`config.mk`:
```
export PLATFORM = sky130hd
export DESIGN_NAME = accel_motion_tamper_detect_unit
export DESIGN_NICKNAME = d
export VERILOG_FILES = /design/src/rtl/core/amtd_pkg.sv /design/src/rtl/core/amtd_window.sv /design/src/rtl/core/amtd_axis.sv /design/src/rtl/core/accel_motion_tamper_detect_unit.sv
export SDC_FILE = /design/constraint.sdc
export NUM_CORES = 1
export LEC_CHECK = 0
export BUFFER_PORTS_ARGS = -buffer_cell sky130_fd_sc_hd__buf_2
export CAP_MARGIN = 20
export CORE_ASPECT_RATIO = 0.9
export CORE_MARGIN = 4
export CORE_UTILIZATION = 55
export CTS_BUF_LIST = sky130_fd_sc_hd__clkbuf_8
export DETAILED_ROUTE_END_ITERATION = 10
export PLACE_DENSITY = 0.74
export SLEW_MARGIN = 30
export SYNTH_ARGS = -nofsm -noshare
export SYNTH_HDL_FRONTEND = slang
export SYNTH_HIERARCHICAL = 1
export SYNTH_SLANG_ARGS = --single-unit
```
`constraint.sdc`:
```
create_clock -name clk -period 8.1 [get_ports clk]
set_input_delay 1.215 -clock clk [delete_from_list [all_inputs] [get_ports clk]]
set_output_delay 1.215 -clock clk [all_outputs]
set_load 0.02 [all_outputs]
```
`src/rtl/core/amtd_pkg.sv`:
```
// ----------------------------------------------------------------------------
// amtd_pkg
// Shared widths, register indexes, reset values and types for the
// accelerometer motion tamper detector.
// ----------------------------------------------------------------------------
package amtd_pkg;

    localparam int SAMPLE_W  = 16;
    localparam int THRESH_W  = 16;
    localparam int SUM_W     = 20;
    localparam int CFG_IDX_W = 2;

    localparam logic [SUM_W-1:0] SUM_MAX = {SUM_W{1'b1}};

    localparam int WINDOW_SAMPLES_DEF  = 11;
    localparam int DISCARD_SAMPLES_DEF = 2;

    localparam logic [CFG_IDX_W-1:0] CFG_THRESH_X = 2'd0;
    localparam logic [CFG_IDX_W-1:0] CFG_THRESH_Y = 2'd1;
    localparam logic [CFG_IDX_W-1:0] CFG_THRESH_Z = 2'd2;

    localparam logic [THRESH_W-1:0] THRESH_X_RST = 16'd41;
    localparam logic [THRESH_W-1:0] THRESH_Y_RST = 16'd41;
    localparam logic [THRESH_W-1:0] THRESH_Z_RST = 16'd328;

    // per-word control from the window sequencer to the axis lanes
    typedef struct packed {
        logic advance;
        logic keep;
        logic done;
    } step_t;

endpackage

```
`src/rtl/core/amtd_window.sv`:
```
// ----------------------------------------------------------------------------
// amtd_window
// Window position counter: marks discarded leading words and the word that
// closes each window.
// ----------------------------------------------------------------------------
module amtd_window #(
    parameter int WINDOW_SAMPLES  = amtd_pkg::WINDOW_SAMPLES_DEF,
    parameter int DISCARD_SAMPLES = amtd_pkg::DISCARD_SAMPLES_DEF
) (
    input  logic            clk,
    input  logic            rst_n,
    input  logic            advance,
    output amtd_pkg::step_t step
);

    localparam int POS_W = $clog2(WINDOW_SAMPLES);
    localparam int CNT_MAX = (WINDOW_SAMPLES > DISCARD_SAMPLES) ?
                             WINDOW_SAMPLES : DISCARD_SAMPLES;
    localparam int CNT_W = $clog2(CNT_MAX + 1);

    logic [POS_W-1:0] pos_reg;
    logic [POS_W-1:0] pos_next;
    logic             done;
    logic             keep;

    assign done = (pos_reg == POS_W'(WINDOW_SAMPLES - 1));
    assign keep = (CNT_W'(pos_reg) >= CNT_W'(DISCARD_SAMPLES));

    always_comb
    begin
        pos_next = pos_reg;
        if (advance)
        begin
            pos_next = done ? '0 : pos_reg + POS_W'(1);
        end
    end

    always_ff @(posedge clk or negedge rst_n)
    begin
        if (!rst_n)
        begin
            pos_reg <= '0;
        end
        else
        begin
            pos_reg <= pos_next;
        end
    end

    assign step.advance = advance;
    assign step.keep    = keep;
    assign step.done    = done;

endmodule

```
`src/rtl/core/amtd_axis.sv`:
```
// ----------------------------------------------------------------------------
// amtd_axis
// One axis lane: previous sample, absolute change, saturating window sum
// and limit compare.
// ----------------------------------------------------------------------------
module amtd_axis #(
    parameter int LIMIT_W = amtd_pkg::THRESH_W + 4
) (
    input  logic                              clk,
    input  logic                              rst_n,
    input  amtd_pkg::step_t                   step,
    input  logic signed [amtd_pkg::SAMPLE_W-1:0] sample,
    input  logic [LIMIT_W-1:0]                limit,
    output logic [amtd_pkg::SUM_W-1:0]        sum,
    output logic                              over
);

    localparam int SW    = amtd_pkg::SAMPLE_W;
    localparam int SUM_W = amtd_pkg::SUM_W;
    localparam int CMP_W = (LIMIT_W > SUM_W) ? LIMIT_W : SUM_W;

    logic signed [SW-1:0] prev_reg;
    logic [SUM_W-1:0]     acc_reg;
    logic [SUM_W-1:0]     acc_next;
    logic signed [SW:0]   diff;
    logic [SW-1:0]        delta;
    logic [SUM_W:0]       raw_sum;
    logic [SUM_W-1:0]     sat_sum;

    assign diff    = {sample[SW-1], sample} - {prev_reg[SW-1], prev_reg};
    assign delta   = diff[SW] ? SW'(-diff) : diff[SW-1:0];
    assign raw_sum = {1'b0, acc_reg} + (SUM_W+1)'(delta);
    assign sat_sum = raw_sum[SUM_W] ? amtd_pkg::SUM_MAX : raw_sum[SUM_W-1:0];

    assign sum  = step.keep ? sat_sum : acc_reg;
    assign over = (CMP_W'(sum) > CMP_W'(limit));

    always_comb
    begin
        acc_next = acc_reg;
        if (step.advance)
        begin
            acc_next = step.done ? '0 : sum;
        end
    end

    always_ff @(posedge clk or negedge rst_n)
    begin
        if (!rst_n)
        begin
            prev_reg <= '0;
            acc_reg  <= '0;
        end
        else
        begin
            acc_reg <= acc_next;
            if (step.advance)
            begin
                prev_reg <= sample;
            end
        end
    end

endmodule

```
`src/rtl/core/accel_motion_tamper_detect_unit.sv`:
```
// ----------------------------------------------------------------------------
// accel_motion_tamper_detect_unit
// Flags tamper when the mean absolute sample-to-sample change of all three
// accelerometer axes exceeds its threshold over a window.
// ----------------------------------------------------------------------------
// Usage:
//   Input words (accel_x/y/z) arrive on in_valid/in_ready; one result word
//   per input word leaves on out_valid/out_ready (window_done, tamper and
//   the three change sums, which read zero unless window_done is set).
//   Thresholds are written through cfg_we/cfg_index/cfg_data while idle;
//   index 3 is ignored. Each write also loads the kept-count times
//   threshold limit used by the compare.
//   Path: an accepted word lands in the input register; its result is
//   loaded into the output register once that register is free or read,
//   and out_valid then rises.
//   Throughput: one word per cycle while out_ready stays high; the path from
//   input register to output register is abs-diff, saturating add and limit compare.
//   When the receiver stalls, the output word holds and at most one more input
//   word is taken into the input register before in_ready drops.
//   Reset clears the valid flags of both pipeline stages, the previous
//   sample, the window sums and position, and restores the threshold defaults.
// ----------------------------------------------------------------------------
module accel_motion_tamper_detect_unit #(
    parameter int WINDOW_SAMPLES  = amtd_pkg::WINDOW_SAMPLES_DEF,
    parameter int DISCARD_SAMPLES = amtd_pkg::DISCARD_SAMPLES_DEF
) (
    input  logic                                  clk,
    input  logic                                  rst_n,
    input  logic                                  in_valid,
    output logic                                  in_ready,
    input  logic signed [amtd_pkg::SAMPLE_W-1:0]  accel_x,
    input  logic signed [amtd_pkg::SAMPLE_W-1:0]  accel_y,
    input  logic signed [amtd_pkg::SAMPLE_W-1:0]  accel_z,
    output logic                                  out_valid,
    input  logic                                  out_ready,
    output logic                                  window_done,
    output logic                                  tamper,
    output logic [amtd_pkg::SUM_W-1:0]            change_sum_x,
    output logic [amtd_pkg::SUM_W-1:0]            change_sum_y,
    output logic [amtd_pkg::SUM_W-1:0]            change_sum_z,
    input  logic                                  cfg_we,
    input  logic [amtd_pkg::CFG_IDX_W-1:0]        cfg_index,
    input  logic [amtd_pkg::THRESH_W-1:0]         cfg_data
);

    localparam int SW      = amtd_pkg::SAMPLE_W;
    localparam int SUM_W   = amtd_pkg::SUM_W;
    localparam int KEPT    = (WINDOW_SAMPLES > DISCARD_SAMPLES) ?
                             (WINDOW_SAMPLES - DISCARD_SAMPLES) : 0;
    localparam int LIMIT_W = amtd_pkg::THRESH_W + $clog2(WINDOW_SAMPLES + 1);

    localparam logic [LIMIT_W-1:0] LIMIT_X_RST =
        LIMIT_W'(amtd_pkg::THRESH_X_RST) * LIMIT_W'(KEPT);
    localparam logic [LIMIT_W-1:0] LIMIT_Y_RST =
        LIMIT_W'(amtd_pkg::THRESH_Y_RST) * LIMIT_W'(KEPT);
    localparam logic [LIMIT_W-1:0] LIMIT_Z_RST =
        LIMIT_W'(amtd_pkg::THRESH_Z_RST) * LIMIT_W'(KEPT);

    logic [LIMIT_W-1:0] limit_x_reg;
    logic [LIMIT_W-1:0] limit_y_reg;
    logic [LIMIT_W-1:0] limit_z_reg;
    logic [LIMIT_W-1:0] cfg_limit;

    logic                 a_valid_reg;
    logic signed [SW-1:0] a_x_reg;
    logic signed [SW-1:0] a_y_reg;
    logic signed [SW-1:0] a_z_reg;
    logic                 advance;

    logic             out_valid_reg;
    logic             window_done_reg;
    logic             tamper_reg;
    logic [SUM_W-1:0] sum_x_reg;
    logic [SUM_W-1:0] sum_y_reg;
    logic [SUM_W-1:0] sum_z_reg;

    amtd_pkg::step_t  step;
    logic [SUM_W-1:0] sum_x;
    logic [SUM_W-1:0] sum_y;
    logic [SUM_W-1:0] sum_z;
    logic             over_x;
    logic             over_y;
    logic             over_z;

    assign advance  = a_valid_reg && (!out_valid_reg || out_ready);
    assign in_ready = !a_valid_reg || advance;

    // threshold times kept-window count
    assign cfg_limit = LIMIT_W'(cfg_data) * LIMIT_W'(KEPT);

    always_ff @(posedge clk or negedge rst_n)
    begin
        if (!rst_n)
        begin
            limit_x_reg <= LIMIT_X_RST;
            limit_y_reg <= LIMIT_Y_RST;
            limit_z_reg <= LIMIT_Z_RST;
        end
        else if (cfg_we)
        begin
            case (cfg_index)
                amtd_pkg::CFG_THRESH_X: limit_x_reg <= cfg_limit;
                amtd_pkg::CFG_THRESH_Y: limit_y_reg <= cfg_limit;
                amtd_pkg::CFG_THRESH_Z: limit_z_reg <= cfg_limit;
                default: ;
            endcase
        end
    end

    // input register
    always_ff @(posedge clk or negedge rst_n)
    begin
        if (!rst_n)
        begin
            a_valid_reg <= 1'b0;
        end
        else if (in_ready)
        begin
            a_valid_reg <= in_valid;
        end
    end

    always_ff @(posedge clk)
    begin
        if (in_valid && in_ready)
        begin
            a_x_reg <= accel_x;
            a_y_reg <= accel_y;
            a_z_reg <= accel_z;
        end
    end

    amtd_window #(
        .WINDOW_SAMPLES  (WINDOW_SAMPLES),
        .DISCARD_SAMPLES (DISCARD_SAMPLES)
    ) u_window (
        .clk     (clk),
        .rst_n   (rst_n),
        .advance (advance),
        .step    (step)
    );

    amtd_axis #(.LIMIT_W(LIMIT_W)) u_axis_x (
        .clk    (clk),
        .rst_n  (rst_n),
        .step   (step),
        .sample (a_x_reg),
        .limit  (limit_x_reg),
        .sum    (sum_x),
        .over   (over_x)
    );

    amtd_axis #(.LIMIT_W(LIMIT_W)) u_axis_y (
        .clk    (clk),
        .rst_n  (rst_n),
        .step   (step),
        .sample (a_y_reg),
        .limit  (limit_y_reg),
        .sum    (sum_y),
        .over   (over_y)
    );

    amtd_axis #(.LIMIT_W(LIMIT_W)) u_axis_z (
        .clk    (clk),
        .rst_n  (rst_n),
        .step   (step),
        .sample (a_z_reg),
        .limit  (limit_z_reg),
        .sum    (sum_z),
        .over   (over_z)
    );

    // output register
    always_ff @(posedge clk or negedge rst_n)
    begin
        if (!rst_n)
        begin
            out_valid_reg <= 1'b0;
        end
        else if (advance)
        begin
            out_valid_reg <= 1'b1;
        end
        else if (out_ready)
        begin
            out_valid_reg <= 1'b0;
        end
    end

    always_ff @(posedge clk)
    begin
        if (advance)
        begin
            window_done_reg <= step.done;
            tamper_reg      <= step.done && over_x && over_y && over_z;
            sum_x_reg       <= step.done ? sum_x : '0;
            sum_y_reg       <= step.done ? sum_y : '0;
            sum_z_reg       <= step.done ? sum_z : '0;
        end
    end

    assign out_valid    = out_valid_reg;
    assign window_done  = window_done_reg;
    assign tamper       = tamper_reg;
    assign change_sum_x = sum_x_reg;
    assign change_sum_y = sum_y_reg;
    assign change_sum_z = sum_z_reg;

endmodule

```
Word-level counts from Yosys, hierarchy flattened
Index checks and enable logic that the tools add are counted.

storage, ports and cells
  register bits = 284
  output and inout port bits = 64

cells by class
  add/sub/neg operators = 10
  multipliers = 1
  magnitude comparators = 4
  equal/unequal tests = 3
  mux-type cells = 15
  reductions and logical operators = 14

operators by type and width
  operator                 count
  $mux W20                 9
  $add A20 B16 Y21         3
  $gt A20 B20 Y1           3
  $sub A16 B16 Y17         3
  $mux W16                 3
  $neg A16 Y16             3
  $mul A16 B4 Y20 const B  1
  $reduce_and A2 Y1        3
  $logic_and A1 B1 Y1      5
  $add A4 B1 Y4 const B    1
  $eq A4 B4 Y1 const B     1
  $ge A4 B2 Y1 const B     1
  $mux W4                  1
  $eq A2 B1 Y1 const B     1
  $eq A2 B2 Y1 const B     1
  $logic_not A1 Y1         2
  $logic_not A2 Y1         1
  $logic_or A1 B1 Y1       2
  $mux W1                  2
  $reduce_bool A2 Y1       1

Longest topological paths before layout
Gate-level depths: netlist of the first run.

  depth after elaboration = 10
  depth in mapped cells = 36
  gate-level depth less buffers = 34

Modules after synthesis
Netlist of the first run, hierarchy kept.

modules (own cells, without submodules)
  module                           times used  cells each  area each (um2)  seq. area each (um2)
  accel_motion_tamper_detect_unit  1           473         6841.6           4873.4
  amtd_axis at u_axis_y            1           533         4150.2           900.9
  amtd_axis at u_axis_z            1           530         4110.2           900.9
  amtd_axis at u_axis_x            1           479         3958.8           900.9
  amtd_window                      1           23          232.7            100.1

Worst setup path before layout of the first run
OpenSTA, ideal clock, no wires.

  path type = register -> register
  start point = register a_x_reg[0]
  end point = register tamper_reg (netlist: tamper), data pin
  setup time = 0.256 ns
  data arrival time = 6.616 ns
  required time = 7.844 ns
  slack = 1.228 ns
  cell stages (with the launch flop) = 36
  path buffers = 2
  period minus slack after synthesis = 6.872 ns
  cell sequence = edfxtp_1 -> inv_1 -> ha_1 -> fa_1 -> nor2b_1 -> o2111ai_1 -> a31oi_1 -> a31oi_1 -> a21oi_1 -> nand2_1 -> a31oi_1 -> clkbuf_1 -> mux2i_1 -> fa_1 -> a21o_1 -> a21oi_2 -> o21bai_1 -> a21oi_2 -> o31ai_2 -> o21a_1 -> o41a_1 -> a31o_1 -> buf_6 -> o22a_1 -> ha_1 -> a21o_1 -> a21o_1 -> a21oi_1 -> nor2b_1 -> o21ai_0 -> nand2b_1 -> a21oi_1 -> nor2b_1 -> a2111oi_0 -> nor2_1 -> and4_1

between the ends
  cells in the longest elaborated chain, start to end = 10

RTL lines
  element                                line                                    text
  start, declared                        accel_motion_tamper_detect_unit.sv:65   logic signed [SW-1:0] a_x_reg;
  start signal, assigned                 accel_motion_tamper_detect_unit.sv:127  a_x_reg <= accel_x;
  $sub A16 B16 Y17 (*)                   amtd_axis.sv:30                         assign diff = {sample[SW-1], sample} - {prev_reg[SW-1], prev_reg};
  $neg A16 Y16                           amtd_axis.sv:31                         assign delta = diff[SW] ? SW'(-diff) : diff[SW-1:0];
  $mux W16 (*)                           amtd_axis.sv:31
  $add A20 B16 Y21 (*)                   amtd_axis.sv:32                         assign raw_sum = {1'b0, acc_reg} + (SUM_W+1)'(delta);
  $mux W20 (*)                           amtd_axis.sv:33                         assign sat_sum = raw_sum[SUM_W] ? amtd_pkg::SUM_MAX : raw_sum[SUM_W-1:0];
  $mux W20 (*)                           amtd_axis.sv:35                         assign sum = step.keep ? sat_sum : acc_reg;
  via sum_x[13]                          accel_motion_tamper_detect_unit.sv:78   logic [SUM_W-1:0] sum_x;
  $gt A20 B20 Y1 (*)                     amtd_axis.sv:36                         assign over = (CMP_W'(sum) > CMP_W'(limit));
  via over_x                             accel_motion_tamper_detect_unit.sv:81   logic over_x;
  $logic_and A1 B1 Y1 (*) (3 in series)  accel_motion_tamper_detect_unit.sv:195  tamper_reg <= step.done && over_x && over_y && over_z;
  end signal, assigned                   accel_motion_tamper_detect_unit.sv:195
  end, declared                          accel_motion_tamper_detect_unit.sv:72   logic tamper_reg;

Mark *: on every way through the listed nets, which the timed path passes. The rest lies on a longest branch.
A chain may end at the register's enable or synchronous reset.

Worst setup path after layout of the first run
Ends and elaborated chain as after synthesis.

==> run_results.csv, run 1 <==
group,metric,value,unit
routing,routed_via_density,5.755,
timing,rsz0062_at_grt,"false",
setup_path,cp.buffers_inverters,1,
timing,layout_min_cycle_time,7.426,ns
cts,clock_root_cell,"sky130_fd_sc_hd__clkbuf_8",
placement,dpl.cell_count,2580,
worst_hold_path,worst_hold_path_type,"flip-flop to flip-flop",
setup_path,worst_path_arrival,7.76,ns
routing,detailedRoute.firstIterationViolations,1067,
floorplan,die_h,185.7,µm
finish,num-fill-cells,2963,
placement,gp_congestion,0.9085,
cts,cts_num_sinks,284,
setup_path,critical-path-max-stage-delay,0.48,ns
synthesis,yosys_register_bits,284,
setup_path,cp_max_fo,18,
synthesis,synth.lib_cells_used.distinct,108,
synthesis,syn-mean-instance-area,9.467,µm²
power_and_ir_drop,vdd_drop_max,0.0001987,V
synthesis,async_reset_ff_share,61.27,%
routing,met3_length,2.000,mm
routing,routedLengthMet1,21.63,mm
synthesis,main_combinational_cell_family_by_area_after_synthesis,"compound AO/OA/AOI/OAI gates",
setup_path,critical-path-slowest-cell,"sky130_fd_sc_hd__a31o_1",
grt,grt_antenna_before_repair,0,
routing,first_drt_pass_iteration_count,5,
timing,finalWorstSetupSlack,0.6742,ns
finish,final_cell_count_no_fill,2666,
cts,postCtsResizedCells,0,
power_and_ir_drop,leakage,9.752,nW
synthesis,synth-adder-area-share,12.72,%
grt,gr-usage-all-layers,23.55,%
cts,cts-buffers-inserted,46,
timing,slew_viol_final,0,
synthesis,synth_simple_gate_area_share,15.60,%
setup_path,worstPathRequired,8.43,ns
floorplan,full_die_area,38140,µm²
grt,grt_pass1_vias,14790,
timing,fmax,134.7,MHz
cts,cts_post_setup_buffers_inserted,0,
finish,most_common_cell_after_layout_fill_and_taps_aside,"sky130_fd_sc_hd__inv_1",
cts,worst_skew_pair.late_latency,0.59,ns
setup_path,critPathCaptureType,"flip-flop",
routing,postRouteAntennaNets,0,
timing,totalNegativeSetupSlack,0,ns
timing,worst_slew_pin_slew,0.9280,ns
routing,routed_wire_length,45.18,mm
synthesis,synthesis.instances,2038,
synthesis,summed_instance_area_of_the_synthesized_netlist,19290,µm²
timing,timing.final.setup_violations,0,
routing,routed-wl-met2,20.51,mm
floorplan,placement_rows,64,
cts,cts_tree,"done",
placement,port_buffers,134,
floorplan,coreArea,34270,µm²
cts,cts-root-to-sink-buffers,3,
cts,clock_pin_slew_on_the_worst_setup_and_hold_paths,0.06,ns
timing,period_share,91.68,%
routing,via_count,15340,
synthesis,number_of_flops_mapped_to_enable_cells_by_yosys,110,
setup_path,start_kind,"flip-flop",
synthesis,nets_in_the_synthesized_netlist,2301,
grt,grt_first_pass_wirelength,73.84,mm
synthesis,synthXorXnorAreaFrac,5.577,%
synthesis,ys.warnings.count,6,
synthesis,postSynth.topFlopCell,"sky130_fd_sc_hd__dfrtp_1",
timing,normalized_max_slew_margin,38.13,%
timing,final.setup_skew,0.01908,ns
grt,global_route.overflow_total,0,
routing,drc,0,
routing,route.top_layer_used,"met4",
finish,finish.net_count,2429,
power_and_ir_drop,power_per_cell_area,452.1,nW/µm²
setup_path,critical-path-top-delay-family,"compound AO/OA/AOI/OAI gates",
grt,grt_start_max_net_pins,152,
run_status,run_status,"finished clean",
finish,layout_common_cells,"sky130_fd_sc_hd__inv_1 (186), sky130_fd_sc_hd__ha_1 (185), sky130_fd_sc_hd__nand2_1 (166)",
routing,drt-wirelength-per-cell,16.95,µm
placement,dp_hpwl,33.17,mm
setup_path,worstSetupPathType,"flip-flop to flip-flop",
timing,final_hold_viol_count,0,
floorplan,i_o_pin_count,135,
finish,drive_gt1_share,14.52,%
finish,n_antenna_cell,0,
finish,area_growth_syn_to_layout,10.29,%
cts,cts_hold_buf,0,
synthesis,synth.area.mux_share,2.211,%
floorplan,start_util,56.29,%
flow_run,max-cap-violations,0,
synthesis,sequential_share_of_the_synthesized_area,39.79,%
placement,pre_cts_slack,0.6060,ns
floorplan,die_w,205.4,µm
synthesis,area_fraction_in_compound_gates_after_synthesis,19.40,%
cts,htree_levels,2,
## power breakdown
group          internal [mW]  switching [mW]
logic                   2.61            3.66
registers               1.89           0.250
clock network          0.621           0.589
## cells by family (layout without fill, tap and decap cells)
group	Yosys count	in the layout
AO/OA/AOI/OAI	567	567
XOR/XNOR	122	122
adder cells (fa/ha/maj)	192	192
buffers and inverters	232	398
flip-flops	284	284
multiplexers	39	39
AND/OR/NAND/NOR	602	602
## worst register-to-register path: cells and delay by family (launching register included)
| kind | cells | cell delay, ns |
|---|---|---|
| AOI/OAI and AO/OA | 20 | 4.54 |
| adders and majority gates | 4 | 1.40 |
| and+or+nand+nor | 7 | 0.69 |
| DFF | 1 | 0.34 |
| muxes | 1 | 0.18 |
| buffers and inverters | 1 | 0.04 |
## synth_stat cells, types with 10 or more instances
cell / count / area (µm²)
sky130_fd_sc_hd__a21oi_1: 138 / 690.7
sky130_fd_sc_hd__a22o_1: 14 / 122.6
sky130_fd_sc_hd__xor2_1: 44 / 385.4
sky130_fd_sc_hd__inv_1: 165 / 619.3
sky130_fd_sc_hd__a31oi_1: 24 / 150.1
sky130_fd_sc_hd__o21ai_1: 28 / 140.1
sky130_fd_sc_hd__and3_1: 15 / 93.84
sky130_fd_sc_hd__nor3_1: 24 / 120.1
sky130_fd_sc_hd__dfstp_2: 15 / 394.1
sky130_fd_sc_hd__nand3_1: 31 / 155.2
sky130_fd_sc_hd__nor2_1: 157 / 589.3
sky130_fd_sc_hd__edfxtp_1: 110 / 3303
sky130_fd_sc_hd__o21bai_1: 13 / 97.59
sky130_fd_sc_hd__nor2b_1: 34 / 212.7
sky130_fd_sc_hd__mux2i_1: 10 / 100.1
sky130_fd_sc_hd__xnor2_1: 77 / 674.4
sky130_fd_sc_hd__dfrtp_1: 159 / 3979
sky130_fd_sc_hd__nand2_1: 166 / 623.1
sky130_fd_sc_hd__a21o_1: 46 / 345.3
sky130_fd_sc_hd__o21a_1: 21 / 157.7
sky130_fd_sc_hd__and2_1: 70 / 437.9
sky130_fd_sc_hd__o21ai_0: 137 / 685.7
sky130_fd_sc_hd__o211ai_1: 13 / 97.59
sky130_fd_sc_hd__clkbuf_1: 49 / 183.9
sky130_fd_sc_hd__a31o_2: 19 / 166.4
sky130_fd_sc_hd__ha_1: 185 / 2315
sky130_fd_sc_hd__nand2b_1: 26 / 162.7
sky130_fd_sc_hd__mux2_2: 29 / 326.6
sky130_fd_sc_hd__nand4_1: 20 / 125.1
sky130_fd_sc_hd__o22a_1: 13 / 113.9
## cell type report
type                    instances  area [µm²]  area share (%)
clock inverters                34       173.9          0.8173
well taps                     462       578.1           2.717
multi-input cells            1522       10720           50.38
inverters                     166       623.1           2.928
repair buffers                146       790.8           3.716
clock buffers                  52       715.7           3.363
flip-flops and latches        284        7676           36.07
## worst paths after layout
kind	start	end	slack [ns]	cells after the start
setup / recovery	a_x_reg[0]	tamper	0.67	33
hold / removal	limit_y_reg[6]	limit_y_reg[6]	0.48	2
setup reg to reg	a_x_reg[0]	tamper	0.67	33
hold reg to reg	limit_y_reg[6]	limit_y_reg[6]	0.48	2
max in group asynchronous	rst_n	u_axis_z/prev_reg[0]	6.54	2
min in group asynchronous	rst_n	limit_x_reg[17]	0.55	1
## through the flow
step           area [µm²]  total power [mW]  util (%)  hold slack (ns)
5_1_grt             21280             10.52     62.09           0.4985
4_1_cts             21260             9.573     62.04           0.4835
3_5_place_dp        20370             8.303     59.44           0.4703
3_3_place_gp        20370             8.073     59.44           0.4623
6_report            21280             9.620     62.09           0.4828
2_1_floorplan       19290             6.779         -           0.4490
## layer usage
layer	vias up	GRT usage [%]
li1	7559	-
met1	7368	33.59
met2	338	38.27
met3	78	3.188
met4	0	6.188
met5	-	0
No activity file was read; power rests on OpenSTA's default activity.
==> run 2: changes to the inputs <==
clock period = 8.8 ns   (was 8.1 ns; I/O delays follow)
==> run_results.csv, run 2 (synthesized netlist as in run 1, its figures left out) <==
group,metric,value,unit
run_status,run_status,"finished clean",
routing,routed_via_density,5.756,
routing,via_count,15360,
placement,gp_congestion,0.8977,
floorplan,i_o_pin_count,135,
routing,drc,0,
timing,slew_viol_final,0,
floorplan,die_w,205.4,µm
floorplan,placement_rows,64,
routing,postRouteAntennaNets,0,
setup_path,worstPathRequired,9.13,ns
floorplan,full_die_area,38140,µm²
finish,n_antenna_cell,0,
timing,timing.final.setup_violations,0,
finish,area_growth_syn_to_layout,10.59,%
timing,final_hold_viol_count,0,
timing,rsz0062_at_grt,"false",
floorplan,start_util,56.29,%
cts,cts_hold_buf,0,
setup_path,worst_path_arrival,7.81,ns
placement,port_buffers,134,
cts,postCtsResizedCells,0,
power_and_ir_drop,leakage,9.760,nW
cts,clock_root_cell,"sky130_fd_sc_hd__clkbuf_8",
setup_path,worst_r2r_path_depth,34,
cts,cts_post_setup_buffers_inserted,0,
grt,grt_start_max_net_pins,95,
grt,gr-usage-all-layers,23.78,%
grt,grt_first_pass_wirelength,74.44,mm
cts,worst_skew_pair.late_latency,0.58,ns
setup_path,critical-path-slowest-cell,"sky130_fd_sc_hd__a31o_1",
worst_hold_path,worst_hold_path_type,"flip-flop to flip-flop",
timing,period_share,84.96,%
grt,global_route.overflow_total,0,
finish,layout_common_cells,"sky130_fd_sc_hd__ha_1 (185), sky130_fd_sc_hd__inv_1 (173), sky130_fd_sc_hd__nand2_1 (166)",
timing,totalNegativeSetupSlack,0,ns
timing,fmax,133.8,MHz
setup_path,critical-path-max-stage-delay,0.47,ns
routing,routed_wire_length,45.67,mm
timing,worst_slew_pin_slew,0.8747,ns
finish,num-fill-cells,2987,
setup_path,critPathCaptureType,"flip-flop",
cts,clock_pin_slew_on_the_worst_setup_and_hold_paths,0.07,ns
power_and_ir_drop,power_per_cell_area,415.3,nW/µm²
worst_hold_path,hold_crit_depth,2,
cts,cts_num_sinks,284,
finish,most_common_cell_after_layout_fill_and_taps_aside,"sky130_fd_sc_hd__ha_1",
grt,grt_antenna_before_repair,0,
cts,cts_tree,"done",
routing,first_drt_pass_iteration_count,5,
power_and_ir_drop,vdd_drop_max,0.0001632,V
timing,final.setup_skew,0.01687,ns
setup_path,worstSetupPathType,"flip-flop to flip-flop",
grt,grt_pass1_vias,14810,
routing,drt-wirelength-per-cell,17.12,µm
setup_path,cp_max_fo,18,
setup_path,start_kind,"flip-flop",
floorplan,die_h,185.7,µm
routing,detailedRoute.firstIterationViolations,1090,
cts,htree_levels,2,
flow_run,max-cap-violations,0,
cts,cts-root-to-sink-buffers,3,
cts,cts-buffers-inserted,46,
timing,normalized_max_slew_margin,41.47,%
power_and_ir_drop,finalPower,8.861,mW
finish,finish.net_count,2432,
placement,dp_hpwl,33.58,mm
timing,layout_min_cycle_time,7.476,ns
finish,drive_gt1_share,14.96,%
floorplan,coreArea,34270,µm²
## run 2: changes by cell type in the layout (fill, tap and decap cells not counted)
cell	before	now
sky130_fd_sc_hd__clkbuf_8	52	49
sky130_fd_sc_hd__a31oi_1	23	24
sky130_fd_sc_hd__inv_1	186	173
sky130_fd_sc_hd__a31oi_2	2	1
sky130_fd_sc_hd__inv_6	1	0
sky130_fd_sc_hd__buf_6	4	2
sky130_fd_sc_hd__bufinv_16	1	3
sky130_fd_sc_hd__clkinvlp_4	3	1
sky130_fd_sc_hd__clkinv_1	5	9
sky130_fd_sc_hd__clkinv_2	3	15
sky130_fd_sc_hd__buf_16	0	2
sky130_fd_sc_hd__buf_12	1	0
sky130_fd_sc_hd__buf_4	8	12
## run 2: power by group
group	switching, mW	internal [mW]	leakage, nW
Clock	0.549	0.607	0.510
Combinational	3.33	2.39	6.06
Sequential	0.243	1.74	3.19
## run 2: worst max-delay path: cells and delay by family, from the launching register on
family | cells | cell delay, ns
multiplexers | 1 | 0.14
flip-flops | 1 | 0.34
buffers and inverters | 2 | 0.27
adder cells (fa/ha/maj) | 4 | 1.38
AO/OA/AOI/OAI | 20 | 4.36
AND/OR/NAND/NOR | 7 | 0.73
## run 2: path summary, 6_finish.rpt
kind                                  from  slack (ns)                    to
max reg2reg                     a_x_reg[0]        1.32                tamper
min reg2reg                limit_y_reg[19]        0.48       limit_y_reg[19]
min                        limit_y_reg[19]        0.48       limit_y_reg[19]
max in group asynchronous            rst_n        6.93  u_axis_z/prev_reg[8]
max                             a_x_reg[0]        1.32                tamper
min in group asynchronous            rst_n        0.76        limit_y_reg[2]
## run 2: cell type report
| cell class | count | area, µm² | area share (%) |
|---|---|---|---|
| clock buffers | 49 | 674.4 | 3.161 |
| clock inverters | 36 | 236.5 | 1.108 |
| inverters | 166 | 623.1 | 2.920 |
| multi-input cells | 1522 | 10720 | 50.22 |
| flip-flops and latches | 284 | 7676 | 35.98 |
| well taps | 462 | 578.1 | 2.709 |
| repair buffers | 149 | 833.3 | 3.905 |
## run 2: per-layer routing
metal / GRT usage [%] / part of all wire [%] / vias to the layer above
met5: 0 / 0 / -
met4: 5.411 / 1.9 / 0
met1: 34.06 / 47 / 7331
li1: - / - / 7561
met3: 3.188 / 5.2 / 68
met2: 38.92 / 46 / 398
## run 2: metrics by stage
stage	hold WS (ns)	instance area, µm²	utilization (%)	setup slack [ns]	std cells
after floorplan	0.4490	19290	-	1.928	2038
after global placement	0.4630	20370	59.43	1.583	2581
after detailed placement	0.4732	20370	59.43	1.418	2581
after CTS	0.4852	21280	62.08	1.351	2666
after global routing	0.5067	21340	62.26	0.7260	2668
final	0.4840	21340	62.26	1.324	2668
